[src/design/adc_otb_pkg.sv]
// ----------------------------------------------------------------------------
// adc_otb_pkg
// Shared types and constants for the oversampling triple-buffer capture block.
// ----------------------------------------------------------------------------
package adc_otb_pkg;

    // Field widths of the stream items and registers
    localparam int CMD_W      = 2;
    localparam int CODE_W     = 20;
    localparam int IDX_W      = 12;
    localparam int SUM_W      = 32;
    localparam int CNT_W      = 16;
    localparam int CFG_W      = 20;
    localparam int CFG_IDX_W  = 2;
    localparam int BUF_W      = 2;
    localparam int GRACE_W    = 2;
    localparam int IN_DATA_W  = 32;
    localparam int OUT_DATA_W = 88;

    // Front-to-back queue geometry
    localparam int QDEPTH  = 2;
    localparam int QPTR_W  = $clog2(QDEPTH);
    localparam int QCNT_W  = $clog2(QDEPTH + 1);

    // Request commands
    typedef enum logic [CMD_W-1:0] {
        CMD_SAMPLE  = 2'd0,
        CMD_READ    = 2'd1,
        CMD_RELEASE = 2'd2
    } t_cmd;

    // Configuration register indexes
    typedef enum logic [CFG_IDX_W-1:0] {
        CFG_OVERSAMPLE = 2'd0,
        CFG_OFFSET     = 2'd1,
        CFG_NO_SKIP    = 2'd2
    } t_cfg_idx;

    // Classified request as it travels from front to back
    typedef struct packed {
        logic             stored;
        logic [SUM_W-1:0] sum_value;
        logic [BUF_W-1:0] store_buffer;
        logic [IDX_W-1:0] store_position;
        logic             buffer_ready;
        logic [BUF_W-1:0] drain_index;
        logic             overrun;
        logic             halted;
        logic             released;
        logic             rd_valid;   // memory read of an in-range word
    } t_result;

endpackage

[src/design/adc_otb_queue.sv]
// ----------------------------------------------------------------------------
// adc_otb_queue
// Short FIFO of classified requests between the front and back parts.
// ----------------------------------------------------------------------------
module adc_otb_queue #(
    parameter int AW = 14
) (
    input  logic                  i_clk,
    input  logic                  i_rst_n,
    input  logic                  i_push,
    input  adc_otb_pkg::t_result  i_rec,
    input  logic [AW-1:0]         i_addr,
    output logic                  o_full,
    output logic                  o_valid,
    input  logic                  i_pop,
    output adc_otb_pkg::t_result  o_rec,
    output logic [AW-1:0]         o_addr
);

    localparam int DEPTH = adc_otb_pkg::QDEPTH;
    localparam int PTW   = adc_otb_pkg::QPTR_W;
    localparam int CTW   = adc_otb_pkg::QCNT_W;

    adc_otb_pkg::t_result r_rec  [DEPTH];
    logic [AW-1:0]        r_addr [DEPTH];
    logic [PTW-1:0]       r_wr_ptr;
    logic [PTW-1:0]       r_rd_ptr;
    logic [CTW-1:0]       r_count;

    assign o_full  = (r_count == CTW'(DEPTH));
    assign o_valid = (r_count != '0);
    assign o_rec   = r_rec[r_rd_ptr];
    assign o_addr  = r_addr[r_rd_ptr];

    // Entry storage
    always_ff @(posedge i_clk) begin
        if (i_push) begin
            r_rec[r_wr_ptr]  <= i_rec;
            r_addr[r_wr_ptr] <= i_addr;
        end
    end

    // Pointers and fill count
    always_ff @(posedge i_clk) begin
        if (!i_rst_n) begin
            r_wr_ptr <= '0;
            r_rd_ptr <= '0;
            r_count  <= '0;
        end else begin
            if (i_push) begin
                r_wr_ptr <= (r_wr_ptr == PTW'(DEPTH - 1)) ? '0 : r_wr_ptr + PTW'(1);
            end
            if (i_pop) begin
                r_rd_ptr <= (r_rd_ptr == PTW'(DEPTH - 1)) ? '0 : r_rd_ptr + PTW'(1);
            end
            if (i_push && !i_pop) begin
                r_count <= r_count + CTW'(1);
            end else if (i_pop && !i_push) begin
                r_count <= r_count - CTW'(1);
            end
        end
    end

endmodule

[config.mk]
export PLATFORM = sky130hd
export DESIGN_NAME = adc_otb_queue
export DESIGN_NICKNAME = d
export VERILOG_FILES = /design/src/design/adc_otb_pkg.sv /design/src/design/adc_otb_queue.sv
export SDC_FILE = /design/constraint.sdc
export NUM_CORES = 1
export LEC_CHECK = 0
export ABC_AREA = 1
export BUFFER_PORTS_ARGS = -buffer_cell sky130_fd_sc_hd__buf_2
export CAP_MARGIN = 25
export CELL_PAD_IN_SITES_DETAIL_PLACEMENT = 0
export CELL_PAD_IN_SITES_GLOBAL_PLACEMENT = 1
export CORE_ASPECT_RATIO = 1.75
export CORE_UTILIZATION = 30
export DETAILED_ROUTE_END_ITERATION = 16
export GPL_ROUTABILITY_DRIVEN = 1
export PLACE_DENSITY = 0.7
export SKIP_CTS_REPAIR_TIMING = 1
export SYNTH_ARGS = -nofsm -noshare
export SYNTH_HDL_FRONTEND = slang
export SYNTH_SLANG_ARGS = --single-unit
[constraint.sdc]
create_clock -name i_clk -period 3.5 [get_ports i_clk]
set_input_delay 0.35 -clock i_clk [delete_from_list [all_inputs] [get_ports i_clk]]
set_output_delay 0.35 -clock i_clk [all_outputs]
set_load 0.05 [all_outputs]
Word-level counts from Yosys, hierarchy flattened:

Memories as Yosys holds them, arrays and structs flattened. A register that Yosys moved wholly into a read port is not among the register bits.
Index checks and enable logic that the tools add are counted.

* add/sub/neg operators: 4
* $mul: 0
* div/mod/pow operators: 0
* magnitude comparators: 0
* equal/unequal tests: 1
* shifts and indexed selects: 0
* multiplexer cells: 10
* bitwise operators: 0
* reductions and logical operators: 6

Operators with widths (count)
* 2-to-1 mux 1 bit: 8
* 2-to-1 mux 2 bit: 2
* nonzero test 2 bit: 2
* adder 1 bit (second input constant): 2
* adder 2 x 1 -> 2 bit (second input constant): 1
* == test 2 bit (second input constant): 1
* logical AND 1 bit: 2
* zero test 1 bit: 2
* subtractor 2 x 1 -> 2 bit (second input constant): 1

* bits in registers: 4
* latch bits: 0
* RAM bits: 136
* ROM bits: 0
* logic and storage cells: 26
* memories: 2

Memory list
* r_rec: depth 2, width 54, rd ports 1, clocked after Yosys merged registers in 1, write ports 1, line adc_otb_queue.sv:24 `adc_otb_pkg::t_result r_rec [DEPTH];`
* r_addr: depth 2, width 14, rd ports 1, clocked after Yosys merged registers in 1, write ports 1, line adc_otb_queue.sv:25 `logic [AW-1:0] r_addr [DEPTH];`

Logic depth before layout (Yosys ltp):

* depth in word-level cells: 4
* gate-level depth with buffers: 8
* mapped depth without buffers: 8

Least setup slack after synthesis:

No wires, ideal clock.

* kind: input to register
* start point: input i_push
* end point: memory r_addr[0][0], enable pin
* data arrival time: 3241 ps
* data required time: 3004 ps
* setup slack: -237 ps
* stages on the path: 2
* path buffers: 0
* path through: inv_1 nor2_1

* word-level cells in the longest chain between the ends: 2

RTL lines
* start: declaration: line adc_otb_queue.sv:10 `input logic i_push,`
* 2-to-1 mux 1 bit: line adc_otb_queue.sv:37 `if (i_push) begin`
* 2-to-1 mux 1 bit (not written as such): line adc_otb_queue.sv:39 `r_addr[r_wr_ptr] <= i_addr;`
* end: declaration: line adc_otb_queue.sv:25

Every way passes these cells.

==> run summary <==
ROUTING
-------------------------------------------------------------------------------------------------
DRC viols                                                                                       0
Final routed wirelength across all metal layers                                           9770 µm
Iter 0 DRT Violations                                                                          88
Length of the first detailed-routing pass in iterations                                         4
Antenna-violating nets left                                                                     0
Via count normalized by instance count                                                       4.22
DR WL/cell                                                                                15.2 µm
DR vias                                                                                     2,714

GRT
-------------------------------------------------------------------------------------------------
Number of global-route vias before repair                                                   2,998
Residual overflow from global routing                                                           0
Combined global-route utilization of all metal layers                                       0.113
Pin count of the biggest net entering global routing                                           69
Number of antenna violations at the first check in global routing                               2
Global-route wire length before repair                                                  14,900 µm

LAYOUT
-------------------------------------------------------------------------------------------------
Fillers                                                                                     1,644
Area taken by multi-input logic gates                                                     946 µm²
Fraction of final layout cells sized beyond drive strength 1                                0.587
Final antenna diode count                                                                       0
Most common cell after layout, fill and taps aside                                          buf_2
Number of nets in the finished design                                                         476
Growth of design area from synthesis to finish                                              30.6%
Post-Route Utilization                                                                      0.401
Area occupied by registers                                                               4190 µm²
Leading cell types in the layout, fill and taps excluded                             buf_2 (141), edfxtp_1 (136), mux2_2 (48), mux2_4 (20), clkbuf_16 (17)

PLACE
-------------------------------------------------------------------------------------------------
HPWL Detailed                                                                             6270 µm
Number of buffer cells added on primary ports                                                 141
Routability congestion estimate from global placement                                       0.677
Post-placement worst setup slack                                                          1.38 ns

FLOORPLAN
-------------------------------------------------------------------------------------------------
Starting Density                                                                            0.307
Die extent in x                                                                            102 µm
Row cnt                                                                                        63
Number of ports placed on the die boundary                                                    142
Area of the die                                                                        18,000 µm²
Vert. Die Dim                                                                              177 µm
Core Region                                                                            17,000 µm²

WORST HOLD PATH
-------------------------------------------------------------------------------------------------
Kind of path behind the tightest hold check                                          input pin to register
Worst Min Path Start                                                                    i_rec[12]

LOGIC SYNTHESIS
-------------------------------------------------------------------------------------------------
Main combinational cell family by area after synthesis                               multiplexers
Ranking of synthesized cells by area                                                 edfxtp_1 (78%), mux2_2 (10%), mux2_4 (5.7%), dfxtp_1 (1.9%), nand2_1 (0.65%)
Seq cells post-synth                                                                          141
Netlist area before placement                                                            5230 µm²
Share of cell area taken by muxes after synthesis                                           0.161
Post-Synth Adder-Cell Area                                                                0.00239
Cell taking the most area after synthesis                                                edfxtp_1
Post-Syn Instances                                                                            247
Yosys warnings                                                                                  0
Proportion of synthesized chip area in sequential cells                                     0.801
Net count after synthesis                                                                     320
Xor/xnor share of the synthesized area                                                          0
Area share of and/or/nand/nor cells after synthesis                                        0.0144
Share of the synthesized area in compound gates (AO/OA/AOI/OAI)                           0.00192
Synth Area per Inst                                                                      21.2 µm²
Number of distinct library cell variants in the gate-level netlist after synthesis             15
Top cell type's share of synthesized area                                                   0.782

JOB
-------------------------------------------------------------------------------------------------
Number of max-capacitance violations reported                                                   0

CRITICAL PATH
-------------------------------------------------------------------------------------------------
Slowest stage delay, CP                                                                   0.56 ns
Cell chain of the critical path                                                      buf_16, mux2_2, buf_2
Master of the slowest instance on the critical path                                       dfxtp_4
Critical path start-end classification                                               register to output pin
Worst setup SP type                                                                      register
Cell family with most CP delay                                                         flip-flops
Arrival time at the worst endpoint                                                        1.92 ns
Worst flop-to-flop path startpoint                                                       r_wr_ptr
Highest fanout seen on the critical path                                                       47
CP Buf/Inv Count                                                                                2
Kind of end point of the critical path                                                 output pin
Required time of the critical path                                                        3.15 ns

POWER AND IR DROP
-------------------------------------------------------------------------------------------------
NetSw                                                                                     1100 µW
Clock power share                                                                           0.419
Fraction of power consumed by combinational cells                                           0.131
Internal power consumption                                                                3310 µW
IR Drop Worst-Case VDD                                                                   0.286 mV
Leakage power                                                                          0.00262 µW
Fraction of power spent switching nets                                                      0.248
Portion of total power attributed to sequential cells                                       0.450
Ratio of total power to cell area                                                      646 nW/µm²
Total power draw                                                                          4410 µW

CLOCKING
-------------------------------------------------------------------------------------------------
Number of buffers on the longest clock path                                                     2
Root Buffer Master                                                                      clkbuf_16
H-tree level count                                                                              4
Clock buffers created by TritonCTS                                                             17
Clock sink count                                                                              141
Register clock-pin slew on the reported worst setup and hold paths                        0.06 ns
Clock latency at the later pin of the worst-skew pair                                     0.41 ns
CTS tree                                                                                      yes

TIMING
-------------------------------------------------------------------------------------------------
Setup repair after global routing missed its margin                                            no
Setup slack of the critical path after layout                                             1.23 ns
Layout Skew                                                                            0.00719 ns
Count of final hold-check violations                                                            0
Post-route minimum period                                                                 2.27 ns
Pin slew with the least headroom to its limit                                            0.830 ns
Setup violations, final                                                                         0
Count of pins over their slew limit                                                             0
Highest attainable clock frequency                                                        441 MHz
Final cycle utilization of the critical path                                                0.648
Setup total negative slack                                                                   0 ns
Worst-case headroom to the max-slew limit                                                   0.446

RUN STATUS
-------------------------------------------------------------------------------------------------
Status                                                                               finished clean

==> final timing paths <==
check,end,slack (ns),cells after the start
min reg2reg,r_rd_ptr,0.52,2
min,r_rec[0][12],0.13,1
max reg2reg,r_addr[0][12],1.79,2
max,o_rec[11],1.23,3
==> per-layer routing <==
metal  track usage  up-vias  wire length, µm
li1              -     1272                -
met1         0.111     1327             3600
met5             0        -               22
met2         0.209       99             5380
met3        0.0340       12              600
met4        0.0568        4              165
==> worst reg2reg max path, delay by kind of cell, from the launching register on <==
| kind | cells | cell delay [ns] |
|---|---|---|
| and+or+nand+nor | 1 | 0.66 |
| buffers and inverters | 1 | 0.35 |
| DFF | 1 | 0.34 |
==> registers in the layout, summed over array words and instances, names as in the netlist, named ones only <==
| signal | count |
|---|---|
| r_count | 2 |
| r_addr | 28 |
| r_rec | 108 |
| r_wr_ptr | 1 |
| r_rd_ptr | 1 |
==> power by group through the flow <==
stage	Sequential, µW	Combinational [µW]	Clock [µW]
global placement	2030	557	0
finish	1980	578	1850
CTS	2000	565	1900
floorplan	2010	444	0
detailed placement	2040	564	0
global route	1990	611	1960
==> per-stage QoR <==
| step | hold WS, ns | instance area, µm² | instances |
|---|---|---|---|
| after floorplan | 0.449 | 5230 | 247 |
| after global placement | 0.474 | 6190 | 610 |
| after detailed placement | 0.509 | 6190 | 610 |
| after CTS | 0.106 | 6800 | 642 |
| after global routing | 0.109 | 6820 | 643 |
| final | 0.128 | 6820 | 643 |
==> synthesized netlist by cell type <==
library cell,n
a21oi_1,1
buf_2,4
buf_6,2
buf_8,2
dfxtp_1,5
edfxtp_1,136
ha_1,1
inv_1,8
mux2_2,48
mux2_4,20
nand2_1,9
nand3_1,1
nand4_1,1
nor2_1,8
o21ai_0,1
==> layout make-up <==
type	instances	share of cell area
Sequential cell	141	0.614
Clock buffer	20	0.0640
Clock inverter	12	0.0249
Tap cell	227	0.0416
Inverter	8	0.00458
Timing Repair Buffer	145	0.113
Multi-Input combinational cell	90	0.139
==> cells by family (layout without fill, tap and decap cells) <==
kind of cell | Yosys count | in the layout
mux | 68 | 68
flops | 141 | 141
simple gates | 19 | 19
fa+ha+maj | 1 | 1
buf+inv | 16 | 185
compound gates | 2 | 2
Note: power is estimated with default switching activity, not from simulation.
