**src/design/adc_otb_pkg.sv**
```systemverilog
// ----------------------------------------------------------------------------
// adc_otb_pkg
// Shared types and constants for the oversampling triple-buffer capture block.
// ----------------------------------------------------------------------------
package adc_otb_pkg;

    // Field widths of the stream items and registers
    localparam int CMD_W      = 2;
    localparam int CODE_W     = 20;
    localparam int IDX_W      = 12;
    localparam int SUM_W      = 32;
    localparam int CNT_W      = 16;
    localparam int CFG_W      = 20;
    localparam int CFG_IDX_W  = 2;
    localparam int BUF_W      = 2;
    localparam int GRACE_W    = 2;
    localparam int IN_DATA_W  = 32;
    localparam int OUT_DATA_W = 88;

    // Front-to-back queue geometry
    localparam int QDEPTH  = 2;
    localparam int QPTR_W  = $clog2(QDEPTH);
    localparam int QCNT_W  = $clog2(QDEPTH + 1);

    // Request commands
    typedef enum logic [CMD_W-1:0] {
        CMD_SAMPLE  = 2'd0,
        CMD_READ    = 2'd1,
        CMD_RELEASE = 2'd2
    } t_cmd;

    // Configuration register indexes
    typedef enum logic [CFG_IDX_W-1:0] {
        CFG_OVERSAMPLE = 2'd0,
        CFG_OFFSET     = 2'd1,
        CFG_NO_SKIP    = 2'd2
    } t_cfg_idx;

    // Classified request as it travels from front to back
    typedef struct packed {
        logic             stored;
        logic [SUM_W-1:0] sum_value;
        logic [BUF_W-1:0] store_buffer;
        logic [IDX_W-1:0] store_position;
        logic             buffer_ready;
        logic [BUF_W-1:0] drain_index;
        logic             overrun;
        logic             halted;
        logic             released;
        logic             rd_valid;   // memory read of an in-range word
    } t_result;

endpackage

```
**src/design/adc_otb_front.sv**
```systemverilog
// ----------------------------------------------------------------------------
// adc_otb_front
// Configuration registers, accumulator and buffer bookkeeping; turns each
// request into a result record plus a capture memory address.
// ----------------------------------------------------------------------------
module adc_otb_front #(
    parameter int WORDS          = 4096,
    parameter int BUFFERS        = 3,
    parameter int GRACE_RELEASES = 2,
    parameter int AW             = 14
) (
    input  logic                                i_clk,
    input  logic                                i_rst_n,
    input  logic                                i_cfg_we,
    input  logic [adc_otb_pkg::CFG_IDX_W-1:0]   i_cfg_index,
    input  logic [adc_otb_pkg::CFG_W-1:0]       i_cfg_data,
    input  logic                                i_fire,
    input  logic [adc_otb_pkg::CMD_W-1:0]       i_cmd,
    input  logic [adc_otb_pkg::CODE_W-1:0]      i_raw_code,
    input  logic [adc_otb_pkg::IDX_W-1:0]       i_word_index,
    output adc_otb_pkg::t_result                o_rec,
    output logic [AW-1:0]                       o_addr
);

    localparam int PW  = $clog2(WORDS);
    localparam int SW  = adc_otb_pkg::SUM_W;
    localparam int CW  = adc_otb_pkg::CNT_W;
    localparam int BW  = adc_otb_pkg::BUF_W;
    localparam int GW  = adc_otb_pkg::GRACE_W;
    localparam int XW  = SW - adc_otb_pkg::CODE_W;

    // Configuration registers
    logic [CW-1:0]                  r_os_count;
    logic [adc_otb_pkg::CFG_W-1:0]  r_offset;
    logic                           r_no_skip;

    // Capture state
    logic [SW-1:0] r_acc,      n_acc;
    logic [CW-1:0] r_taken,    n_taken;
    logic [BW-1:0] r_fill_buf, n_fill_buf;
    logic [PW-1:0] r_pos,      n_pos;
    logic [BW-1:0] r_drain,    n_drain;
    logic          r_ready,    n_ready;
    logic [GW-1:0] r_grace,    n_grace;
    logic          r_halted,   n_halted;

    logic [SW-1:0] sample_sum;
    logic [CW-1:0] cnt_inc;
    logic [BW-1:0] fill_inc;
    logic [BW-1:0] drain_inc;
    logic          pos_last;
    logic          idx_in_range;
    logic [31:0]   pos_ext;
    logic [AW-1:0] st_addr;
    logic [AW-1:0] rd_addr;

    // Config writes
    always_ff @(posedge i_clk) begin
        if (!i_rst_n) begin
            r_os_count <= CW'(1);
            r_offset   <= '0;
            r_no_skip  <= 1'b1;
        end else if (i_cfg_we) begin
            case (adc_otb_pkg::t_cfg_idx'(i_cfg_index))
                adc_otb_pkg::CFG_OVERSAMPLE: r_os_count <= i_cfg_data[CW-1:0];
                adc_otb_pkg::CFG_OFFSET:     r_offset   <= i_cfg_data;
                adc_otb_pkg::CFG_NO_SKIP:    r_no_skip  <= i_cfg_data[0];
                default: ;
            endcase
        end
    end

    // Datapath terms shared by the command decode
    assign sample_sum = r_acc + {{XW{i_raw_code[adc_otb_pkg::CODE_W-1]}}, i_raw_code}
                              + {{XW{r_offset[adc_otb_pkg::CFG_W-1]}}, r_offset};
    assign cnt_inc    = r_taken + CW'(1);
    assign fill_inc   = (32'(r_fill_buf) == 32'(BUFFERS - 1)) ? '0 : r_fill_buf + BW'(1);
    assign drain_inc  = (32'(r_drain) == 32'(BUFFERS - 1)) ? '0 : r_drain + BW'(1);
    assign pos_last   = (32'(r_pos) == 32'(WORDS - 1));
    assign idx_in_range = (32'(i_word_index) < 32'(WORDS));
    assign pos_ext    = 32'(r_pos);
    assign st_addr    = AW'(r_fill_buf) * AW'(WORDS) + AW'(r_pos);
    assign rd_addr    = AW'(r_drain) * AW'(WORDS) + AW'(i_word_index);

    // Command decode and next state
    always_comb begin
        n_acc      = r_acc;
        n_taken    = r_taken;
        n_fill_buf = r_fill_buf;
        n_pos      = r_pos;
        n_drain    = r_drain;
        n_ready    = r_ready;
        n_grace    = r_grace;
        n_halted   = r_halted;
        o_rec      = '0;
        o_addr     = '0;

        case (adc_otb_pkg::t_cmd'(i_cmd))
            adc_otb_pkg::CMD_SAMPLE: begin
                if (!r_halted) begin
                    n_acc   = sample_sum;
                    n_taken = cnt_inc;
                    if (cnt_inc >= r_os_count) begin
                        o_rec.stored         = 1'b1;
                        o_rec.sum_value      = sample_sum;
                        o_rec.store_buffer   = r_fill_buf;
                        o_rec.store_position = pos_ext[adc_otb_pkg::IDX_W-1:0];
                        o_addr               = st_addr;
                        n_pos                = r_pos + PW'(1);
                        // Buffer full: rotate, flag ready, check overrun
                        if (pos_last) begin
                            n_pos      = '0;
                            n_fill_buf = fill_inc;
                            n_ready    = 1'b1;
                            if (r_no_skip && fill_inc == r_drain) begin
                                if (r_grace != '0) begin
                                    n_ready        = 1'b0;
                                    n_drain        = drain_inc;
                                    o_rec.released = 1'b1;
                                    n_grace        = r_grace - GW'(1);
                                end else begin
                                    o_rec.overrun = 1'b1;
                                    n_halted      = 1'b1;
                                end
                            end
                        end
                        n_acc   = '0;
                        n_taken = '0;
                    end
                end
            end
            adc_otb_pkg::CMD_READ: begin
                o_rec.rd_valid = idx_in_range;
                o_addr         = rd_addr;
            end
            adc_otb_pkg::CMD_RELEASE: begin
                if (r_ready) begin
                    n_ready        = 1'b0;
                    n_drain        = drain_inc;
                    o_rec.released = 1'b1;
                end
            end
            default: ;
        endcase

        o_rec.buffer_ready = n_ready;
        o_rec.drain_index  = n_drain;
        o_rec.halted       = n_halted;
    end

    // State update on each accepted request
    always_ff @(posedge i_clk) begin
        if (!i_rst_n) begin
            r_acc      <= '0;
            r_taken    <= '0;
            r_fill_buf <= '0;
            r_pos      <= '0;
            r_drain    <= '0;
            r_ready    <= 1'b0;
            r_grace    <= GW'(GRACE_RELEASES);
            r_halted   <= 1'b0;
        end else if (i_fire) begin
            r_acc      <= n_acc;
            r_taken    <= n_taken;
            r_fill_buf <= n_fill_buf;
            r_pos      <= n_pos;
            r_drain    <= n_drain;
            r_ready    <= n_ready;
            r_grace    <= n_grace;
            r_halted   <= n_halted;
        end
    end

endmodule

```
**config.mk**
```make
export PLATFORM = sky130hd
export DESIGN_NAME = adc_otb_front
export DESIGN_NICKNAME = d
export VERILOG_FILES = /design/src/design/adc_otb_pkg.sv /design/src/design/adc_otb_front.sv
export SDC_FILE = /design/constraint.sdc
export NUM_CORES = 1
export LEC_CHECK = 0
export BUFFER_PORTS_ARGS = -buffer_cell sky130_fd_sc_hd__buf_2
export CORE_MARGIN = 4
export CORE_UTILIZATION = 40
export DETAILED_ROUTE_END_ITERATION = 7
export PLACE_DENSITY = 0.57
export SLEW_MARGIN = 0
export SYNTH_ARGS = -nofsm -noshare
export SYNTH_HDL_FRONTEND = slang
export SYNTH_SLANG_ARGS = --single-unit
```
**constraint.sdc**
```tcl
create_clock -name i_clk -period 13.01 [get_ports i_clk]
set_clock_uncertainty 0.1 [all_clocks]
set_input_delay 2.602 -clock i_clk [delete_from_list [all_inputs] [get_ports i_clk]]
set_output_delay 2.602 -clock i_clk [all_outputs]
set_load 0.02 [all_outputs]
```
Word-level counts from Yosys, hierarchy flattened
Index checks and enable logic that the tools add are counted.

Output and inout port bits: 68. Input bits: 60. Logic and storage cells: 80. Register bits after elaboration: 105.

Reductions and logical operators: 11. $add $sub $neg: 9. Equal/unequal tests: 8. Order comparisons: 1. Bitwise logic cells: 1. Mux-type cells: 39.

Operators with widths (count): $mux W47 (3); $add A32 B32 Y32 (2); $mux W32 (1); $add A14 B12 Y14 (2); $mux W14 (2); $pmux W14 S2 (1); $mux W1 (19); $add A16 B1 Y16 const B (1); $ge A16 B16 Y1 (1); $mux W16 (1); $mux W2 (8); $add A12 B1 Y12 const B (1); $eq A12 B12 Y1 const B (1); $mux W12 (1); $eq A2 B2 Y1 const B (4); $reduce_and A7 Y1 (1); $reduce_and A2 Y1 (3); $reduce_and A5 Y1 (1); $add A2 B1 Y2 const B (2); $eq A2 B1 Y1 const B (2); $logic_not A2 Y1 (2); $pmux W1 S2 (2); $pmux W2 S2 (1); $reduce_and A4 Y1 (1); 6 further kinds (6).

Depth between registers and ports, before layout
Word-level depth: 9. Gate-level depth with buffers: 20.

Least setup slack after synthesis
OpenSTA, ideal clock, no wires.

Path type: in2out. From: input i_raw_code[7] (netlist name). To: output o_rec[45] (netlist name). Stages: 11. Required time: 10308 ps. Arrival time: 5449 ps. Path slack: 4859 ps. Path through: fa_1 > ha_1 > a21o_1 > a21oi_1 > o21ai_0 > a22o_1 > or3_1 > a311o_1 > a31oi_1 > xor2_1 > nor2_1.

RTL lines: start, declared (line adc_otb_front.sv:19) `input logic [adc_otb_pkg::CODE_W-1:0] i_raw_code,`; end, declared (line adc_otb_front.sv:21) `output adc_otb_pkg::t_result o_rec,`.

==> results <==
- The flow ran to the end, and the final reports show no timing, DRC or antenna violations.
- For this run, the leading register cell type out of synthesis is sky130_fd_sc_hd__dfxtp_1.
- The DRC marker count from the first detailed-route iteration is 265.
- The clock edge transition at the registers on the reported setup and hold paths is about 0.080 ns.
- Setup violations remaining at the end of the flow were counted as 0.
- The die height is 146 um.
- The maximum resistive drop on vdd is just under 0.07 mV.
- The H-tree was split into 3 levels.
- The path class of the tightest hold or removal check is flip-flop to flip-flop.
- The number of nets with antenna violations after detailed routing is 0.
- The number of flip-flops and latches in the synthesized netlist is about 110.
- The weighted congestion reported at the end of routability-driven placement is approximately 0.93.
- The final total power is between 0.8 and 0.9 mW.
- In this run the number of cells on the critical path is 15.
- During I/O placement, the number of pins put on the boundary was ~130.
- The routed design has slightly above 20 mm of wire.
- The length of the first detailed-routing pass in iterations is 4.
- Dividing the final minimum period by the clock period gives 0.672.
- The layout has 1910 filler cells.
- The overall fraction of global-route tracks in use is 0.195.
- The worst-case headroom to the max-slew limit is 0.310.
- Of the synthesized area, sequential elements account for 0.277.
- Setup repair after global routing left no endpoint under its margin.
- The initial antenna violation count is 2.
- The register-to-register setup slack is approximately 7.7 ns.
- The share of layout cells above drive strength 1 is 0.155.
- On the worst path, the slowest cell contributes a delay of ~0.47 ns.
- The clock period could shrink to about 9 ns.
- The post-placement worst setup slack is about 4.3 ns.
- The critical path contains buffers and inverters numbering 3 combined.
- The maximum count of clock buffers along a single path is 2.
- The count of synthesis-stage warnings from yosys is 0.
- By startpoint and endpoint, the worst setup path is classified as input pin to primary output.
- The combinational group share of total power is 0.238.
- The type of origin of the critical path is an input pin.
- In this run the power spent charging and discharging nets is 0.276 mW.
- Max-cap violations in this run came to 0.
- The number of antenna diodes in the final layout is 0.
- Entering global routing, the biggest net connects 86 pins.
- The number of cell rows is 50.
- The destination of the critical timing path is o_rec[46].
- The count of pins over their slew limit is 0.
- The clock latency on the worst-skew pair is roughly 0.36 ns.
- The number of failing hold endpoints at the final stage came to 0.
- The DRC violations left is 0.
- The register share of total power is 0.394.
- Power spread over the standard cell area amounts to roughly 98 nW/um^2.
- For this configuration, the core starts out at a cell density of 0.406.
- In this design, the largest share of critical-path delay is due to compound AO/OA/AOI/OAI gates.
- The endpoint kind of the worst setup timing path is a primary output.
- The horizontal die dimension is between 100 and 150 um.
- The post-synth net total is 1090.
- The first global-routing pass estimated 34.1 mm of wire.
- The critical path's slowest cell is sky130_fd_sc_hd__fa_1.
- The utilization after layout is 0.466.
- The floorplan die area is 21300 um^2.
- The area growth from synthesis to layout is 14.7%.
- The leakage power is 3.89 nW.
- The residual overflow from global routing is 0.
- The half-perimeter wire length of the detailed placement result is about 15 mm.
- The clock sink count is 105.
- In this run the clock root is driven by a sky130_fd_sc_hd__clkbuf_16.
- The routed layout has 6749 vias.
- The origin of the critical flop-to-flop path is r_taken[0].
- The critical path arrival is 6.04 ns.
- Setup total negative slack on the finished layout was measured at 0 ns.
- The async set or reset register ratio after synthesis is 0.
- Data on the critical path is required at its endpoint by slightly above 10 ns.
- The average size of a mapped cell is roughly 8.0 um^2.
- The number of hold buffers added after CTS was 0.
- In this run the critical register-to-register path is captured at r_acc[31].
- The origin of the worst setup path is i_raw_code[1].
- The clock power share is 0.368.
- The final setup slack of the worst path is 4.27 ns.
- The count of buffers from port buffering is ~130.
- Cell internal power was estimated by the tool at around 0.58 mW.
- The count of different cell masters after synthesis is 61.
- The slew of the pin with the lowest slew margin is approximately 1.0 ns.
- The worst register-to-register path has a depth of 18.
- Gates resized during post-CTS repair numbered 0.
- The count of flip-flops with a built-in enable after synthesis is 0.
- The final layout contains around 1200 nets.
- The post-synthesis instance total is approximately 950.
- The core region area is approximately 19000 um^2.
- Buffers inserted during clock tree synthesis total 9.
- The total standard cell area after synthesis is between 7000 and 8000 um^2.
- The critical path goes through buf_2 -> fa_1 -> ha_1 -> inv_1 -> fa_1 -> nor2b_1 -> o2111ai_1 -> a21oi_1 -> o21bai_1 -> nand2_1 -> a221o_1 -> a221oi_1 -> o311ai_0 -> and3_1 -> buf_2.
- The number of setup buffers added after CTS is 0.
- The via density per instance is 5.26.
- The average wire per cell in the routed design is 16.0 um.
- Along the worst path, the maximum fanout reaches 3.
- For this run, the top clock speed supported by timing is around 110 MHz.
- TritonCTS built the clock tree.
- The number of global-route vias before repair is 6634.
- Of the total power, the share spent switching nets is 0.323.
## final cells by class
type	instances	area (um^2)	share of cell area
Inverter	33	124	0.0142
Timing Repair Buffer	133	681	0.0781
Multi-Input combinational cell	763	5180	0.595
Tap cell	234	293	0.0336
Sequential cell	105	2100	0.241
Clock buffer	9	225	0.0258
Clock inverter	7	109	0.0125
## flip-flops by register name (all words and copies together), names as in the netlist
signal and cells:
r_fill_buf 2, r_drain 2, r_halted 1, r_acc 32, r_pos 12, r_grace 2
r_taken 16, r_ready 1, r_no_skip 1, r_os_count 16, r_offset 20
## Yosys cell counts (all sizes together) (5+ instances only)
master | number | share of area
a21oi | 60 | 0.040
a21o | 21 | 0.021
nor2 | 70 | 0.035
fa | 32 | 0.084
clkbuf | 38 | 0.019
ha | 50 | 0.082
xnor2 | 26 | 0.030
nor3 | 19 | 0.013
inv | 33 | 0.016
a22oi | 8 | 0.0079
o21a | 7 | 0.0069
a21boi | 47 | 0.046
dfxtp | 105 | 0.28
nand2b | 6 | 0.0059
and2 | 20 | 0.016
nand3 | 25 | 0.016
or3 | 8 | 0.0066
o211ai | 5 | 0.0049
o21ai | 49 | 0.032
xor2 | 24 | 0.028
nand2 | 156 | 0.077
nor2b | 33 | 0.027
nand4 | 10 | 0.0082
a31oi | 7 | 0.0058
and3 | 26 | 0.021
buf | 9 | 0.0066
## cell usage in the layout (no fill, tap or decap), drive strengths merged, types with 3 or more instances in the layout
cell    instances
nand2b          6
nand4          10
o21bai          4
buf           133
mux2            4
o21ai          49
a31oi           7
xnor2          26
and4            3
clkbuf          9
a22oi           8
nor3           19
a21boi         47
or2             4
ha             50
nor4            4
nand3          25
fa             32
or3             8
o211ai          5
and3           26
nor3b           3
xor2           24
a21o           21
and2           20
dfxtp         105
mux2i           4
a211oi          3
nand2         156
o21a            7
inv            37
a21oi          60
nor2           70
nor2b          33
## stage by stage
stage                     instance area [um^2]  instances  hold WS [ns]
after global routing                      8720       1284         0.394
final                                     8720       1284         0.367
after detailed placement                  8380       1268         0.360
after global placement                    8380       1268         0.355
after floorplan                           7600        948         0.338
after CTS                                 8720       1284         0.372
## power groups by stage
stage	sequential (mW)	combinational, mW	clock (mW)
finish	0.337	0.204	0.314
global route	0.338	0.229	0.340
CTS	0.337	0.206	0.327
detailed placement	0.345	0.204	0
global placement	0.345	0.205	0
floorplan	0.343	0.142	0
## routing by layer
metal	vias to the layer above	GRT usage	wire, um
li1	3469	-	-
met1	3113	0.270	10100
met2	144	0.313	9010
met3	21	0.0402	1040
met4	2	0.0446	311
met5	-	0	13
## cell families (layout without fill, tap and decap cells)
group,Yosys count,after routing,share of synthesized area
AOI/OAI and AO/OA,231,231,0.198
adders and majority gates,82,82,0.167
xor gates and xnor gates,50,50,0.0576
and+or+nand+nor,392,392,0.247
buffers and inverters,80,182,0.0417
DFF,105,105,0.277
muxes,8,8,0.0117
## tightest hold or removal path, delay by kind of cell, from the launching register on
kind	cells	cell delay [ns]
AO/OA/AOI/OAI	1	0.06
flip-flops	1	0.31
AND/OR/NAND/NOR	1	0.05
## how the worst min path moves through the flow
stage | depth (start not counted) | from | endpoint | slack [ns]
global route | 2 | r_os_count[11] | r_os_count[11] | 0.39
floorplan | 2 | r_no_skip | r_no_skip | 0.34
CTS | 2 | r_os_count[6] | r_os_count[6] | 0.37
finish | 2 | r_os_count[6] | r_os_count[6] | 0.37
global placement | 2 | r_os_count[11] | r_os_count[11] | 0.35
detailed placement | 2 | r_os_count[6] | r_os_count[6] | 0.36
Note: power is estimated with default switching activity, not from simulation.
